## src/rtl/core/timer_deadline_table_top_assert.svh

```systemverilog
// ----------------------------------------------------------------------------
// Assertion macros for the timer deadline table
// Implication checks clocked on clk_i and disabled while rst_ni is low.
// ----------------------------------------------------------------------------
`ifndef TIMER_DEADLINE_TABLE_TOP_ASSERT_SVH
`define TIMER_DEADLINE_TABLE_TOP_ASSERT_SVH

// Same-cycle implication.
`define TDT_ASSERT_IMP(lbl, ante, cons, msg) \
  lbl: assert property (@(posedge clk_i) disable iff (!rst_ni) (ante) |-> (cons)) \
    else $error(msg);

// Next-cycle implication.
`define TDT_ASSERT_NXT(lbl, ante, cons, msg) \
  lbl: assert property (@(posedge clk_i) disable iff (!rst_ni) (ante) |=> (cons)) \
    else $error(msg);

`endif

```

## src/rtl/core/tdt_pkg.sv

```systemverilog
// ----------------------------------------------------------------------------
// tdt_pkg
// Sizes, codes and helpers shared by the timer deadline table.
// ----------------------------------------------------------------------------
package tdt_pkg;

  localparam int NUM_SLOTS  = 16;
  localparam int SLOT_W     = $clog2(NUM_SLOTS);
  localparam int CNT_W      = SLOT_W + 1;
  localparam int TIME_BITS  = 48;
  localparam int IV_W       = 32;
  localparam int ENTRY_W    = TIME_BITS + IV_W;

  // Stream payload layout.
  localparam int IN_DL_LSB   = SLOT_W;
  localparam int IN_IV_LSB   = IN_DL_LSB + TIME_BITS;
  localparam int IN_NOW_LSB  = IN_IV_LSB + IV_W;
  localparam int IN_USED_W   = IN_NOW_LSB + TIME_BITS;
  localparam int IN_DATA_W   = ((IN_USED_W + 7) / 8) * 8;
  localparam int OUT_FND_BIT = SLOT_W;
  localparam int OUT_CHG_BIT = SLOT_W + 1;
  localparam int OUT_NXT_LSB = SLOT_W + 2;
  localparam int OUT_DV_BIT  = OUT_NXT_LSB + TIME_BITS;
  localparam int OUT_USED_W  = OUT_DV_BIT + 1;
  localparam int OUT_DATA_W  = ((OUT_USED_W + 7) / 8) * 8;

  typedef logic [TIME_BITS-1:0] time_t;
  typedef logic [IV_W-1:0]      ival_t;
  typedef logic [SLOT_W-1:0]    slot_t;

  typedef enum logic [1:0] {
    OP_ADD    = 2'd0,
    OP_CANCEL = 2'd1,
    OP_TICK   = 2'd2,
    OP_IGNORE = 2'd3
  } op_e;

  typedef enum logic [1:0] {
    KIND_EXPIRED = 2'd0,
    KIND_ADD     = 2'd1,
    KIND_CANCEL  = 2'd2,
    KIND_TICK    = 2'd3
  } kind_e;

  typedef enum logic [2:0] {
    ST_IDLE,
    ST_MIN,
    ST_DUE,
    ST_PICK,
    ST_EXPIRE,
    ST_REARM,
    ST_DONE
  } state_e;

  // Rearm time, saturating at the largest representable time.
  function automatic time_t sat_add(time_t base, ival_t step);
    logic [TIME_BITS:0] sum;
    sum = {1'b0, base} + {{(TIME_BITS + 1 - IV_W){1'b0}}, step};
    return sum[TIME_BITS] ? {TIME_BITS{1'b1}} : sum[TIME_BITS-1:0];
  endfunction

endpackage

```

## src/rtl/core/timer_deadline_table_top.sv

```systemverilog
// ----------------------------------------------------------------------------
// timer_deadline_table_top
// Table of timer slots with add, cancel and tick, expiries in deadline order.
// ----------------------------------------------------------------------------
// Usage: one command item enters on the slave stream (tuser carries the
// operation), and every result item leaves on the master stream, tuser giving
// its kind and tlast marking the final result of the command.
// Deadlines and intervals live in one synchronous RAM read one entry a cycle;
// active marks sit in flip-flops. An add, cancel or unused code takes one
// min pass. A tick with k expired slots takes a due pass, k + 1 selection
// passes, each but the last followed by an expiry, and a rearm pass that
// also finds the next deadline.
// One command is worked on at a time; the next is taken once the final
// result has been placed in the output register, even while that waits.
// Reset clears every active mark; the RAM is not cleared, since an inactive
// entry is never used. A stalled receiver holds the output register and the
// table waits until it drains.
// ----------------------------------------------------------------------------
`include "timer_deadline_table_top_assert.svh"

module timer_deadline_table_top (
  input  logic                          clk_i,
  input  logic                          rst_ni,
  input  logic                          s_axis_tvalid_i,
  output logic                          s_axis_tready_o,
  // tdata, lowest bit up: slot, deadline, interval, now, zero pad
  input  logic [tdt_pkg::IN_DATA_W-1:0] s_axis_tdata_i,
  // tuser: operation
  input  logic [1:0]                    s_axis_tuser_i,
  output logic                          m_axis_tvalid_o,
  input  logic                          m_axis_tready_i,
  // tdata, lowest bit up: slot_out, found, earliest_changed, next_deadline,
  // deadline_valid, zero pad
  output logic [tdt_pkg::OUT_DATA_W-1:0] m_axis_tdata_o,
  // tuser: kind
  output logic [1:0]                    m_axis_tuser_o,
  output logic                          m_axis_tlast_o
);

  import tdt_pkg::*;

  // Table memory: {interval, deadline} per slot.
  logic [ENTRY_W-1:0] mem [NUM_SLOTS];
  logic [ENTRY_W-1:0] rdata_q;
  logic               rd_en;
  slot_t              rd_addr;
  logic               wr_en;
  slot_t              wr_addr;
  logic [ENTRY_W-1:0] wr_data;

  state_e             state_q, state_d;
  logic [CNT_W-1:0]   cnt_q, cnt_d;
  logic               rv_q, rv_d;
  slot_t              ridx_q, ridx_d;

  logic [NUM_SLOTS-1:0] active_q, active_d;
  logic [NUM_SLOTS-1:0] due_q, due_d;
  logic [NUM_SLOTS-1:0] pend_q, pend_d;
  time_t              best_q, best_d;
  logic               any_q, any_d;
  slot_t              pick_q, pick_d;

  op_e                op_q;
  slot_t              slot_q;
  time_t              dl_q;
  ival_t              iv_q;
  time_t              now_q;
  logic               hit_q;
  logic               add_ok_q;

  logic               out_valid_q, out_valid_d;
  kind_e              out_kind_q, out_kind_d;
  slot_t              out_slot_q, out_slot_d;
  logic               out_fnd_q, out_fnd_d;
  logic               out_chg_q, out_chg_d;
  time_t              out_next_q, out_next_d;
  logic               out_dv_q, out_dv_d;
  logic               out_last_q, out_last_d;

  logic               s_fire;
  slot_t              in_slot;
  op_e                in_op;
  logic               in_range;
  logic               scan_st;
  logic               scan_last;
  logic               out_free;
  logic               out_ld;
  time_t              e_dl;
  ival_t              e_iv;
  time_t              rearm_dl;
  logic               cand;
  time_t              cand_dl;
  logic               take;
  logic               add_earlier;
  time_t              cur_next;

  assign s_axis_tready_o = (state_q == ST_IDLE);
  assign s_fire          = s_axis_tvalid_i && s_axis_tready_o;
  assign in_slot         = s_axis_tdata_i[SLOT_W-1:0];
  assign in_op           = op_e'(s_axis_tuser_i);
  assign in_range        = (32'(in_slot) < NUM_SLOTS);

  assign scan_st   = (state_q == ST_MIN) || (state_q == ST_DUE) ||
                     (state_q == ST_PICK) || (state_q == ST_REARM);
  assign rd_en     = scan_st && (cnt_q < CNT_W'(NUM_SLOTS));
  assign rd_addr   = cnt_q[SLOT_W-1:0];
  assign scan_last = rv_q && (ridx_q == SLOT_W'(NUM_SLOTS - 1));
  assign out_free  = !out_valid_q || m_axis_tready_i;
  assign out_ld    = out_free && ((state_q == ST_EXPIRE) || (state_q == ST_DONE));

  assign e_dl     = rdata_q[TIME_BITS-1:0];
  assign e_iv     = rdata_q[ENTRY_W-1:TIME_BITS];
  assign rearm_dl = sat_add(now_q, e_iv);

  // Candidate offered by the entry that has just been read.
  always_comb begin
    cand    = 1'b0;
    cand_dl = e_dl;
    unique case (state_q)
      ST_MIN:   cand = active_q[ridx_q] && !(add_ok_q && (ridx_q == slot_q));
      ST_PICK:  cand = pend_q[ridx_q];
      ST_REARM: begin
        cand    = active_q[ridx_q] && !(due_q[ridx_q] && (e_iv == '0));
        cand_dl = due_q[ridx_q] ? rearm_dl : e_dl;
      end
      default: cand = 1'b0;
    endcase
  end

  // Strict compare with ascending index keeps ties on the lower slot.
  assign take = rv_q && cand && (!any_q || (cand_dl < best_q));

  always_comb begin
    state_d = state_q;
    unique case (state_q)
      ST_IDLE:   if (s_fire) begin
        state_d = (in_op == OP_TICK) ? ST_DUE : ST_MIN;
      end
      ST_MIN:    if (scan_last) state_d = ST_DONE;
      ST_DUE:    if (scan_last) state_d = ST_PICK;
      ST_PICK:   if (scan_last) state_d = (any_q || take) ? ST_EXPIRE : ST_REARM;
      ST_EXPIRE: if (out_free) state_d = ST_PICK;
      ST_REARM:  if (scan_last) state_d = ST_DONE;
      ST_DONE:   if (out_free) state_d = ST_IDLE;
      default:   state_d = ST_IDLE;
    endcase
  end

  assign add_earlier = !any_q || (dl_q < best_q);
  assign cur_next    = any_q ? best_q : '0;

  always_comb begin
    cnt_d    = rd_en ? cnt_q + CNT_W'(1) : cnt_q;
    rv_d     = rd_en;
    ridx_d   = rd_addr;
    active_d = active_q;
    due_d    = due_q;
    pend_d   = pend_q;
    best_d   = best_q;
    any_d    = any_q;
    pick_d   = pick_q;
    wr_en    = 1'b0;
    wr_addr  = ridx_q;
    wr_data  = {e_iv, rearm_dl};

    if (take) begin
      best_d = cand_dl;
      any_d  = 1'b1;
      pick_d = ridx_q;
    end

    unique case (state_q)
      ST_IDLE: begin
        if (s_fire && (in_op == OP_CANCEL) && in_range) active_d[in_slot] = 1'b0;
      end
      ST_DUE: begin
        if (rv_q) begin
          due_d[ridx_q]  = active_q[ridx_q] && (e_dl < now_q);
          pend_d[ridx_q] = active_q[ridx_q] && (e_dl < now_q);
        end
      end
      ST_EXPIRE: begin
        if (out_free) pend_d[pick_q] = 1'b0;
      end
      ST_REARM: begin
        if (rv_q && due_q[ridx_q]) begin
          if (e_iv != '0) wr_en = 1'b1;
          else active_d[ridx_q] = 1'b0;
        end
      end
      ST_DONE: begin
        if (out_free && add_ok_q) begin
          wr_en            = 1'b1;
          wr_addr          = slot_q;
          wr_data          = {iv_q, dl_q};
          active_d[slot_q] = 1'b1;
        end
      end
      default: begin
      end
    endcase

    // Each pass starts from the first entry with an empty running minimum.
    if ((state_d != state_q) && ((state_d == ST_MIN) || (state_d == ST_DUE) ||
        (state_d == ST_PICK) || (state_d == ST_REARM))) begin
      cnt_d = '0;
      any_d = 1'b0;
      best_d = '0;
    end
  end

  always_comb begin
    out_valid_d = out_valid_q && !m_axis_tready_i;
    out_kind_d  = out_kind_q;
    out_slot_d  = out_slot_q;
    out_fnd_d   = out_fnd_q;
    out_chg_d   = out_chg_q;
    out_next_d  = out_next_q;
    out_dv_d    = out_dv_q;
    out_last_d  = out_last_q;
    if (out_ld) begin
      out_valid_d = 1'b1;
      out_fnd_d   = 1'b0;
      out_chg_d   = 1'b0;
      out_next_d  = cur_next;
      out_dv_d    = any_q;
      out_last_d  = 1'b1;
      out_slot_d  = slot_q;
      if (state_q == ST_EXPIRE) begin
        out_kind_d = KIND_EXPIRED;
        out_slot_d = pick_q;
        out_next_d = '0;
        out_dv_d   = 1'b0;
        out_last_d = 1'b0;
      end else begin
        unique case (op_q)
          OP_ADD: begin
            out_kind_d = KIND_ADD;
            if (add_ok_q) begin
              out_chg_d  = add_earlier;
              out_next_d = add_earlier ? dl_q : best_q;
              out_dv_d   = 1'b1;
            end
          end
          OP_CANCEL: begin
            out_kind_d = KIND_CANCEL;
            out_fnd_d  = hit_q;
          end
          OP_TICK, OP_IGNORE: begin
            out_kind_d = KIND_TICK;
            out_slot_d = '0;
          end
          default: out_kind_d = KIND_TICK;
        endcase
      end
    end
  end

  always_ff @(posedge clk_i or negedge rst_ni) begin
    if (!rst_ni) begin
      state_q     <= ST_IDLE;
      cnt_q       <= '0;
      rv_q        <= 1'b0;
      active_q    <= '0;
      due_q       <= '0;
      pend_q      <= '0;
      any_q       <= 1'b0;
      out_valid_q <= 1'b0;
    end else begin
      state_q     <= state_d;
      cnt_q       <= cnt_d;
      rv_q        <= rv_d;
      active_q    <= active_d;
      due_q       <= due_d;
      pend_q      <= pend_d;
      any_q       <= any_d;
      out_valid_q <= out_valid_d;
    end
  end

  always_ff @(posedge clk_i) begin
    ridx_q     <= ridx_d;
    best_q     <= best_d;
    pick_q     <= pick_d;
    out_kind_q <= out_kind_d;
    out_slot_q <= out_slot_d;
    out_fnd_q  <= out_fnd_d;
    out_chg_q  <= out_chg_d;
    out_next_q <= out_next_d;
    out_dv_q   <= out_dv_d;
    out_last_q <= out_last_d;
    if (s_fire) begin
      op_q     <= in_op;
      slot_q   <= in_slot;
      dl_q     <= s_axis_tdata_i[IN_DL_LSB +: TIME_BITS];
      iv_q     <= s_axis_tdata_i[IN_IV_LSB +: IV_W];
      now_q    <= s_axis_tdata_i[IN_NOW_LSB +: TIME_BITS];
      hit_q    <= (in_op == OP_CANCEL) && in_range && active_q[in_slot];
      add_ok_q <= (in_op == OP_ADD) && in_range;
    end
  end

  // Reads and writes within one pass always target different entries, and a
  // slot written at the end of an add is read only by a later command.
  always_ff @(posedge clk_i) begin
    if (wr_en) mem[wr_addr] <= wr_data;
    if (rd_en) rdata_q <= mem[rd_addr];
  end

  assign m_axis_tvalid_o = out_valid_q;
  assign m_axis_tuser_o  = out_kind_q;
  assign m_axis_tlast_o  = out_last_q;
  assign m_axis_tdata_o  = {{(OUT_DATA_W - OUT_USED_W){1'b0}}, out_dv_q, out_next_q,
                            out_chg_q, out_fnd_q, out_slot_q};

  `TDT_ASSERT_IMP(a_pend_due, 1'b1, (pend_q & ~due_q) == '0,
                  "pending expiry on a slot that was not due")
  `TDT_ASSERT_IMP(a_expire_pick, state_q == ST_EXPIRE, pend_q[pick_q] && due_q[pick_q],
                  "expiry emitted for a slot that is not pending")
  `TDT_ASSERT_NXT(a_accept_busy, s_fire, state_q != ST_IDLE,
                  "command accepted but table did not start work")
  `TDT_ASSERT_IMP(a_empty_zero, out_valid_q && !out_dv_q, out_next_q == '0,
                  "empty table reported a non-zero next deadline")

endmodule
```

## config.mk

```make
export PLATFORM = sky130hd
export DESIGN_NAME = timer_deadline_table_top
export DESIGN_NICKNAME = d
export VERILOG_FILES = /design/src/rtl/core/tdt_pkg.sv /design/src/rtl/core/timer_deadline_table_top.sv
export VERILOG_INCLUDE_DIRS = /design/src /design/src/rtl/core
export SDC_FILE = /design/constraint.sdc
export NUM_CORES = 2
export LEC_CHECK = 0
export BUFFER_PORTS_ARGS = -buffer_cell sky130_fd_sc_hd__buf_2
export CORE_MARGIN = 2
export CORE_UTILIZATION = 25
export DETAILED_ROUTE_END_ITERATION = 8
export PLACE_DENSITY_LB_ADDON = 0.25
export SYNTH_ARGS = -nofsm -noshare
export SYNTH_HDL_FRONTEND = slang
export SYNTH_SLANG_ARGS = --single-unit
```

## constraint.sdc

```tcl
create_clock -name clk_i -period 26 [get_ports clk_i]
set_input_delay 2.6 -clock clk_i [delete_from_list [all_inputs] [get_ports clk_i]]
set_output_delay 2.6 -clock clk_i [all_outputs]
set_load 0.005 [all_outputs]
```

**Word level (Yosys, flattened, before mapping)**

Memories as Yosys holds them, arrays and structs flattened. A register that Yosys moved wholly into a read port is not among the register bits.
Index checks and enable logic that the tools add are counted.

- Add/sub/neg operators: 2
- Order comparisons: 12
- Equality and inequality tests: 24
- Mux-type cells: 64
- Bitwise operators: 10
- Reductions and logical operators: 53

Operators with widths:

| kind | count |
|---|---|
| 48-bit two-way mux | 7 |
| 80-bit two-way mux | 2 |
| 48-bit less-than comparator | 3 |
| 16-bit two-way mux | 6 |
| 48-bit by 32-bit adder with 49-bit output | 1 |
| 16-bit AND | 3 |
| 16-bit inverter | 3 |
| 16-bit case mux with 3 select lines | 1 |
| 16-bit bitwise mux | 2 |
| 32-bit zero test | 1 |
| 16-bit case mux with 2 select lines | 1 |
| 32-bit nonzero test | 1 |
| 1-bit logical AND | 21 |
| 4-bit by 5-bit less-than comparator with 1-bit output, second input constant | 4 |
| 1-bit two-way mux | 20 |
| 3-bit two-way mux | 6 |
| 3-bit case mux with 6 select lines | 1 |
| 1-bit binary-select mux with 4-bit select | 4 |
| 1-bit demux with 4-bit select | 4 |
| 4-bit by 1-bit greater-or-equal comparator with 1-bit output, second input constant | 4 |
| 4-bit two-way mux | 4 |
| 16-bit OR | 1 |
| 3-bit by 2-bit == test with 1-bit output, second input constant | 4 |
| 3-bit == test, second input constant | 4 |
| other kinds (27) | 57 |

- Flip-flop bits (word level): 309
- Memory bits (writable): 1280
- Input bits: 142
- Output and inout bits: 61
- Logic and storage cells: 191
- Memories kept: 1

Memory list:

| memory | depth | bits a word | rd ports | clocked after Yosys merged registers in | wr ports | RTL line | source |
|---|---|---|---|---|---|---|---|
| mem | 16 | 80 | 1 | 1 | 1 | timer_deadline_table_top.sv:43 | `logic [ENTRY_W-1:0] mem [NUM_SLOTS];` |

**Logic depth before layout (Yosys ltp)**

- Depth in word-level cells: 18
- Gate-level depth with buffers: 23

**Worst setup path after synthesis**

OpenSTA, ideal clock, no wires.

- Path kind: input-to-reg
- Start: input port m_axis_tready_i
- End: memory mem[0][0] (netlist bit), enable pin
- Arrival time: 9.972 ns
- Required time: 25.481 ns
- Slack: 15.508 ns
- Stages on the path: 7
- Cell sequence: nand2b_1 > nand2_1 > nor2_1 > nand3_1 > nor3_1 > a21oi_1 > nor2_1

- Word-level cells in the longest chain between the ends: 6
- Elaborated cells between the ends (all ways): 8
- Those cells by class: 6 x mux; 2 x reduce/logical

RTL lines:

| item | RTL line | source |
|---|---|---|
| start: declaration | timer_deadline_table_top.sv:31 | `input logic m_axis_tready_i,` |
| 1-bit logical OR (*) | timer_deadline_table_top.sv:108 | `assign out_free = !out_valid_q \|\| m_axis_tready_i;` |
| 1-bit logical AND (*) | timer_deadline_table_top.sv:192 | `if (out_free && add_ok_q) begin` |
| 1-bit two-way mux | timer_deadline_table_top.sv:192 |  |
| 1-bit case mux with 2 select lines | timer_deadline_table_top.sv:172 | `unique case (state_q)` |
| 1-bit two-way mux | timer_deadline_table_top.sv:306 | `if (wr_en) mem[wr_addr] <= wr_data;` |
| 1-bit two-way mux (implied by the code) | timer_deadline_table_top.sv:306 |  |
| end: declaration | timer_deadline_table_top.sv:43 |  |

Every way passes the cells marked *; elsewhere a longest branch is shown, timed or not.

**Final worst setup path**

- Start: register rdata_q[64] (read register of mem)
- End: register best_q[37]

- Word-level cells in the longest chain between the ends: 16
- Elaborated cells between the ends (all ways): 26
- Those cells by class: 1 x add/sub; 1 x order compare; 5 x eq/ne; 7 x mux; 12 x reduce/logical

RTL lines:

| item | RTL line | source |
|---|---|---|
| start: declaration | timer_deadline_table_top.sv:44 | `logic [ENTRY_W-1:0] rdata_q;` |
| 48-bit by 32-bit adder with 49-bit output (*) | tdt_pkg.sv:58 | `sum = {1'b0, base} + {{(TIME_BITS + 1 - IV_W){1'b0}}, step};` |
| 48-bit two-way mux (*) | tdt_pkg.sv:59 | `return sum[TIME_BITS] ? {TIME_BITS{1'b1}} : sum[TIME_BITS-1:0];` |
| 48-bit two-way mux (*) | timer_deadline_table_top.sv:124 | `cand_dl = due_q[ridx_q] ? rearm_dl : e_dl;` |
| 48-bit two-way mux (*) | timer_deadline_table_top.sv:119 | `unique case (state_q)` |
| named net cand_dl[44] | timer_deadline_table_top.sv:92 | `time_t cand_dl;` |
| 48-bit less-than comparator (*) | timer_deadline_table_top.sv:131 | `assign take = rv_q && cand && (!any_q \|\| (cand_dl < best_q));` |
| 1-bit logical OR (*) | timer_deadline_table_top.sv:131 |  |
| 1-bit logical AND (*) | timer_deadline_table_top.sv:131 |  |
| 1-bit logical OR | timer_deadline_table_top.sv:141 | `ST_PICK: if (scan_last) state_d = (any_q \|\| take) ? ST_EXPIRE : ST_REARM;` |
| 1-bit two-way mux | timer_deadline_table_top.sv:141 |  |
| 3-bit two-way mux | timer_deadline_table_top.sv:141 |  |
| 3-bit case mux with 6 select lines | timer_deadline_table_top.sv:135 | `unique case (state_q)` |
| 3-bit by 1-bit == test with 1-bit output / 3-bit by 2-bit == test with 1-bit output (equally long branches) | timer_deadline_table_top.sv:204 | `if ((state_d != state_q) && ((state_d == ST_MIN) \|\| (state_d == ST_DUE) \|\|` |
| 1-bit logical OR (2 in series) | timer_deadline_table_top.sv:204 |  |
| 1-bit logical OR | timer_deadline_table_top.sv:205 | `(state_d == ST_PICK) \|\| (state_d == ST_REARM))) begin` |
| 1-bit logical AND | timer_deadline_table_top.sv:204 |  |
| end signal: assignment | timer_deadline_table_top.sv:283 | `best_q <= best_d;` |
| end: declaration | timer_deadline_table_top.sv:59 | `time_t best_q, best_d;` |

The timed path passes the listed nets; every way through them passes the cells marked *.
A chain may end at the register's enable or synchronous reset.

==> flow_summary.yaml <==
worst_setup_path:
  crit_arrival_ps: 9090
  crit_cells: 19
  crit_slowest_cell: "o31a_1"
  start_kind: "flip-flop"
  path_cells: "ha_1, nand4_1, or3_1, a2111oi_4, nor4_2, nor4_1, xnor2_1, nor2_1, o21ai_0, ha_1, and4_1, nand3_1, nor3_1, nand4_1, a311oi_1, o31a_1, nor2_8, nor2_2, a22o_1"
  path_buf_inv: 0
  r2r-end: "best_q[37]$_SDFFE_PP0P_"
  cp_max_fo: 15
  reg2reg_depth: 19
  required_ps: 26760
  critical_path.max_stage_delay_ps: 900
  path_class: "reg2reg"
  r2r_setup_slack_ps: 17670
  reg2reg_from: "rdata_q[64]$_DFFE_PP_"
  cp-end-kind: "flip-flop"
  path_delay_family: "simple AND/OR/NAND/NOR gates"
clock_tree:
  clk_pin_slew_ps: 60
  hold_buffers: 0
  cts_sinks: 1669
  cts_setup_buffers: 0
  cts_tree: "built"
  ctsResizeCount: 0
  cts-buffers-inserted: 196
  h-tree-depth: 4
  ctsRootBufferMaster: "clkbuf_16"
  clk_latency_ps: 870
  cts_max_path_buffers: 4
hold_path:
  holdPathEnd: "rv_q$_DFF_PN0_"
  hold_path_class: "reg2reg"
  hold_depth: 1
  min-delay-start: "cnt_q[4]$_DFFE_PN0P_"
routing:
  drc: 0
  wl_per_cell_um: 27.9
  ant_nets: 0
  drtIter0Drc: 3966
  wl_um: 222000
  via_per_inst: 4.81
  firstDrtPassIters: 6
  via_count: 38422
die:
  core_sq_um: 277000
  die_w_um: 532
  rows: 193
  io_pins: 203
  chipHeight_um: 532
  dieArea_sq_um: 282000
  start_util: 0.251
place:
  dp_hpwl_um: 130000
  port_buffers: 197
  gp_congestion: 0.835
  dp_slack_ps: 17310
flow_run:
  cap_violations: 0
synth:
  yosys_warnings: 0
  ys_async_sr_fraction: 0.0354
  ys_seq_area_frac: 0.709
  syn_area_sq_um: 69600
  synth_edf_count: 1558
  synth_fp_nets: 4173
  ys_ff_latch: 1669
  ys.flop_type: "edfxtp_1"
  syn_inst: 3856
  syn_area_per_cell_sq_um: 18.0
  ys_types: 83
pwr:
  ir_drop_mv: 0.0732
  power_leakage_nw: 26.4
  p_per_area_nw_per_um2: 112
finish:
  area_growth_syn_to_layout_pct: 17.0
  layout-drive-gt1-share: 0.237
  nNetsFinal: 4438
timing:
  skew_ps: 83.5
  setup_tns_ps: 0
  fmax_ghz: 0.120
  slew_viol_final: 0
  postLayoutSetupSlackWorst_ps: 17670
  period_minus_slack_ps: 8330
  relSlewSlack: 0.118
  worstMarginPinSlew_ps: 1320
  hold_viol_final: 0
  finalCritPeriodShare: 0.320
  setup_violations: 0
  rsz0062_at_grt: "false"
grt:
  grt_pass1_vias: 39311
  grt_use_total: 0.154
  grt_max_degree: 126
  antenna_found_initial: 12
  grt-ovfl-total: 0
  grt_pass1_wl_um: 312000
status:
  status: "completed"
through the flow:
stage	power [mW]	std cells	util	instance area (sq um)	hold WS (ps)
after CTS	9.17	7981	0.294	81400	478
final	9.09	7983	0.294	81400	477
after global placement	6.49	7628	0.272	75300	460
after floorplan	5.54	3856	-	69600	345
after detailed placement	6.52	7628	0.272	75400	471
after global routing	9.50	7982	0.294	81400	491
layout by cell type (no fill, tap or decap), types with 13 or more instances in the layout:
cell and n:
nand3_1 35, a31oi_1 43, buf_2 197, clkbuf_16 196, xnor2_1 31, dfxtp_1 52
nor2_1 162, mux4_2 418, nor3_1 28, clkinv_2 37, a21o_1 44, buf_4 59
nor2b_1 21, and3_1 15, a21oi_1 171, dfrtp_1 55, inv_1 111, a22o_1 66
clkinv_1 42, clkbuf_1 43, o31ai_1 34, mux2i_1 25, nand2_1 214, nor4_1 13
nand4_1 42, xor2_1 17, buf_12 14, o21ai_0 123, edfxtp_1 1558, nor2_4 18
nand2b_1 13, ha_1 174, o22a_1 18
metal layers:
| metal | track usage | share of wire | up-vias |
|---|---|---|---|
| li1 | - | - | 16230 |
| met1 | 0.224 | 0.46 | 20684 |
| met3 | 0.0240 | 0.057 | 265 |
| met4 | 0.0333 | 0.022 | 4 |
| met5 | 0 | 0.00011 | - |
| met2 | 0.243 | 0.46 | 1239 |
cell type report:
cell class                 count  area, sq um
multi-input combinational   1871        19300
clock inverter               111          912
fill                       27559       195000
clock buffer                 242         5110
inverter                     113          429
antenna                        2         5.00
tap                         3705         4640
sequential                  1669        49300
timing repair buffer         270         1710
cell families after synthesis:
family | count (synthesis) | synth area share
XOR/XNOR | 48 | 0.00604
multiplexers | 446 | 0.139
flip-flops | 1669 | 0.709
buffers and inverters | 316 | 0.0179
AO/OA/AOI/OAI | 600 | 0.0567
adder cells (fa/ha/maj) | 175 | 0.0316
AND/OR/NAND/NOR | 601 | 0.0396
other | 1 | 0.0000539
cell usage after synthesis, types with 18 or more instances:
cell | count | share of area
edfxtp_1 | 1558 | 0.67
mux4_2 | 418 | 0.14
nand2_1 | 215 | 0.012
nor2_1 | 180 | 0.0097
ha_1 | 174 | 0.031
a21oi_1 | 173 | 0.012
clkbuf_1 | 157 | 0.0085
o21ai_0 | 124 | 0.0089
inv_1 | 112 | 0.0060
a22o_1 | 66 | 0.0083
dfrtp_1 | 59 | 0.021
dfxtp_1 | 52 | 0.015
a21o_1 | 44 | 0.0047
a31oi_1 | 43 | 0.0039
nand4_1 | 42 | 0.0038
o31ai_1 | 37 | 0.0040
nand3_1 | 36 | 0.0026
xnor2_1 | 31 | 0.0039
buf_1 | 30 | 0.0016
nor3_1 | 28 | 0.0020
mux2i_1 | 25 | 0.0036
nor2b_1 | 22 | 0.0020
o22a_1 | 18 | 0.0023
power breakdown:
part / leakage [nW] / switching (mW) / internal [mW]
Clock: 2.95 / 1.12 / 1.50
Sequential: 15.3 / 0.270 / 3.58
Combinational: 8.12 / 1.59 / 1.01
state kept, by name (all words and copies together), names as in the netlist, 5 cells and up:
name        flops
due_q          16
rdata_q        80
dl_q           48
cnt_q           5
iv_q           32
now_q          48
mem          1280
out_next_q     48
pend_q         16
active_q       16
best_q         48
how the worst max path moves through the flow:
stage | endpoint | slack (ps) | start
2_1_floorplan | mem[0][0]$_DFFE_PP_ | 15510 | m_axis_tready_i
3_3_place_gp | mem[13][69]$_DFFE_PP_ | 17380 | m_axis_tready_i
3_5_place_dp | mem[13][68]$_DFFE_PP_ | 17310 | m_axis_tready_i
4_1_cts | best_q[33]$_SDFFE_PP0P_ | 17630 | rdata_q[64]$_DFFE_PP_
5_1_grt | best_q[33]$_SDFFE_PP0P_ | 17210 | rdata_q[64]$_DFFE_PP_
6_report | best_q[37]$_SDFFE_PP0P_ | 17670 | rdata_q[64]$_DFFE_PP_
worst register-to-register path, cell delays in order (launching register included):
cell and delay (ps):
edfxtp_1 580, ha_1 570, nand4_1 320, or3_1 490
a2111oi_4 540, nor4_2 210, nor4_1 660, xnor2_1 190
nor2_1 70, o21ai_0 360, ha_1 200, and4_1 240
nand3_1 100, nor3_1 890, nand4_1 330, a311oi_1 390
o31a_1 900, nor2_8 60, nor2_2 870, a22o_1 250
Note: power is estimated with default switching activity, not from simulation.
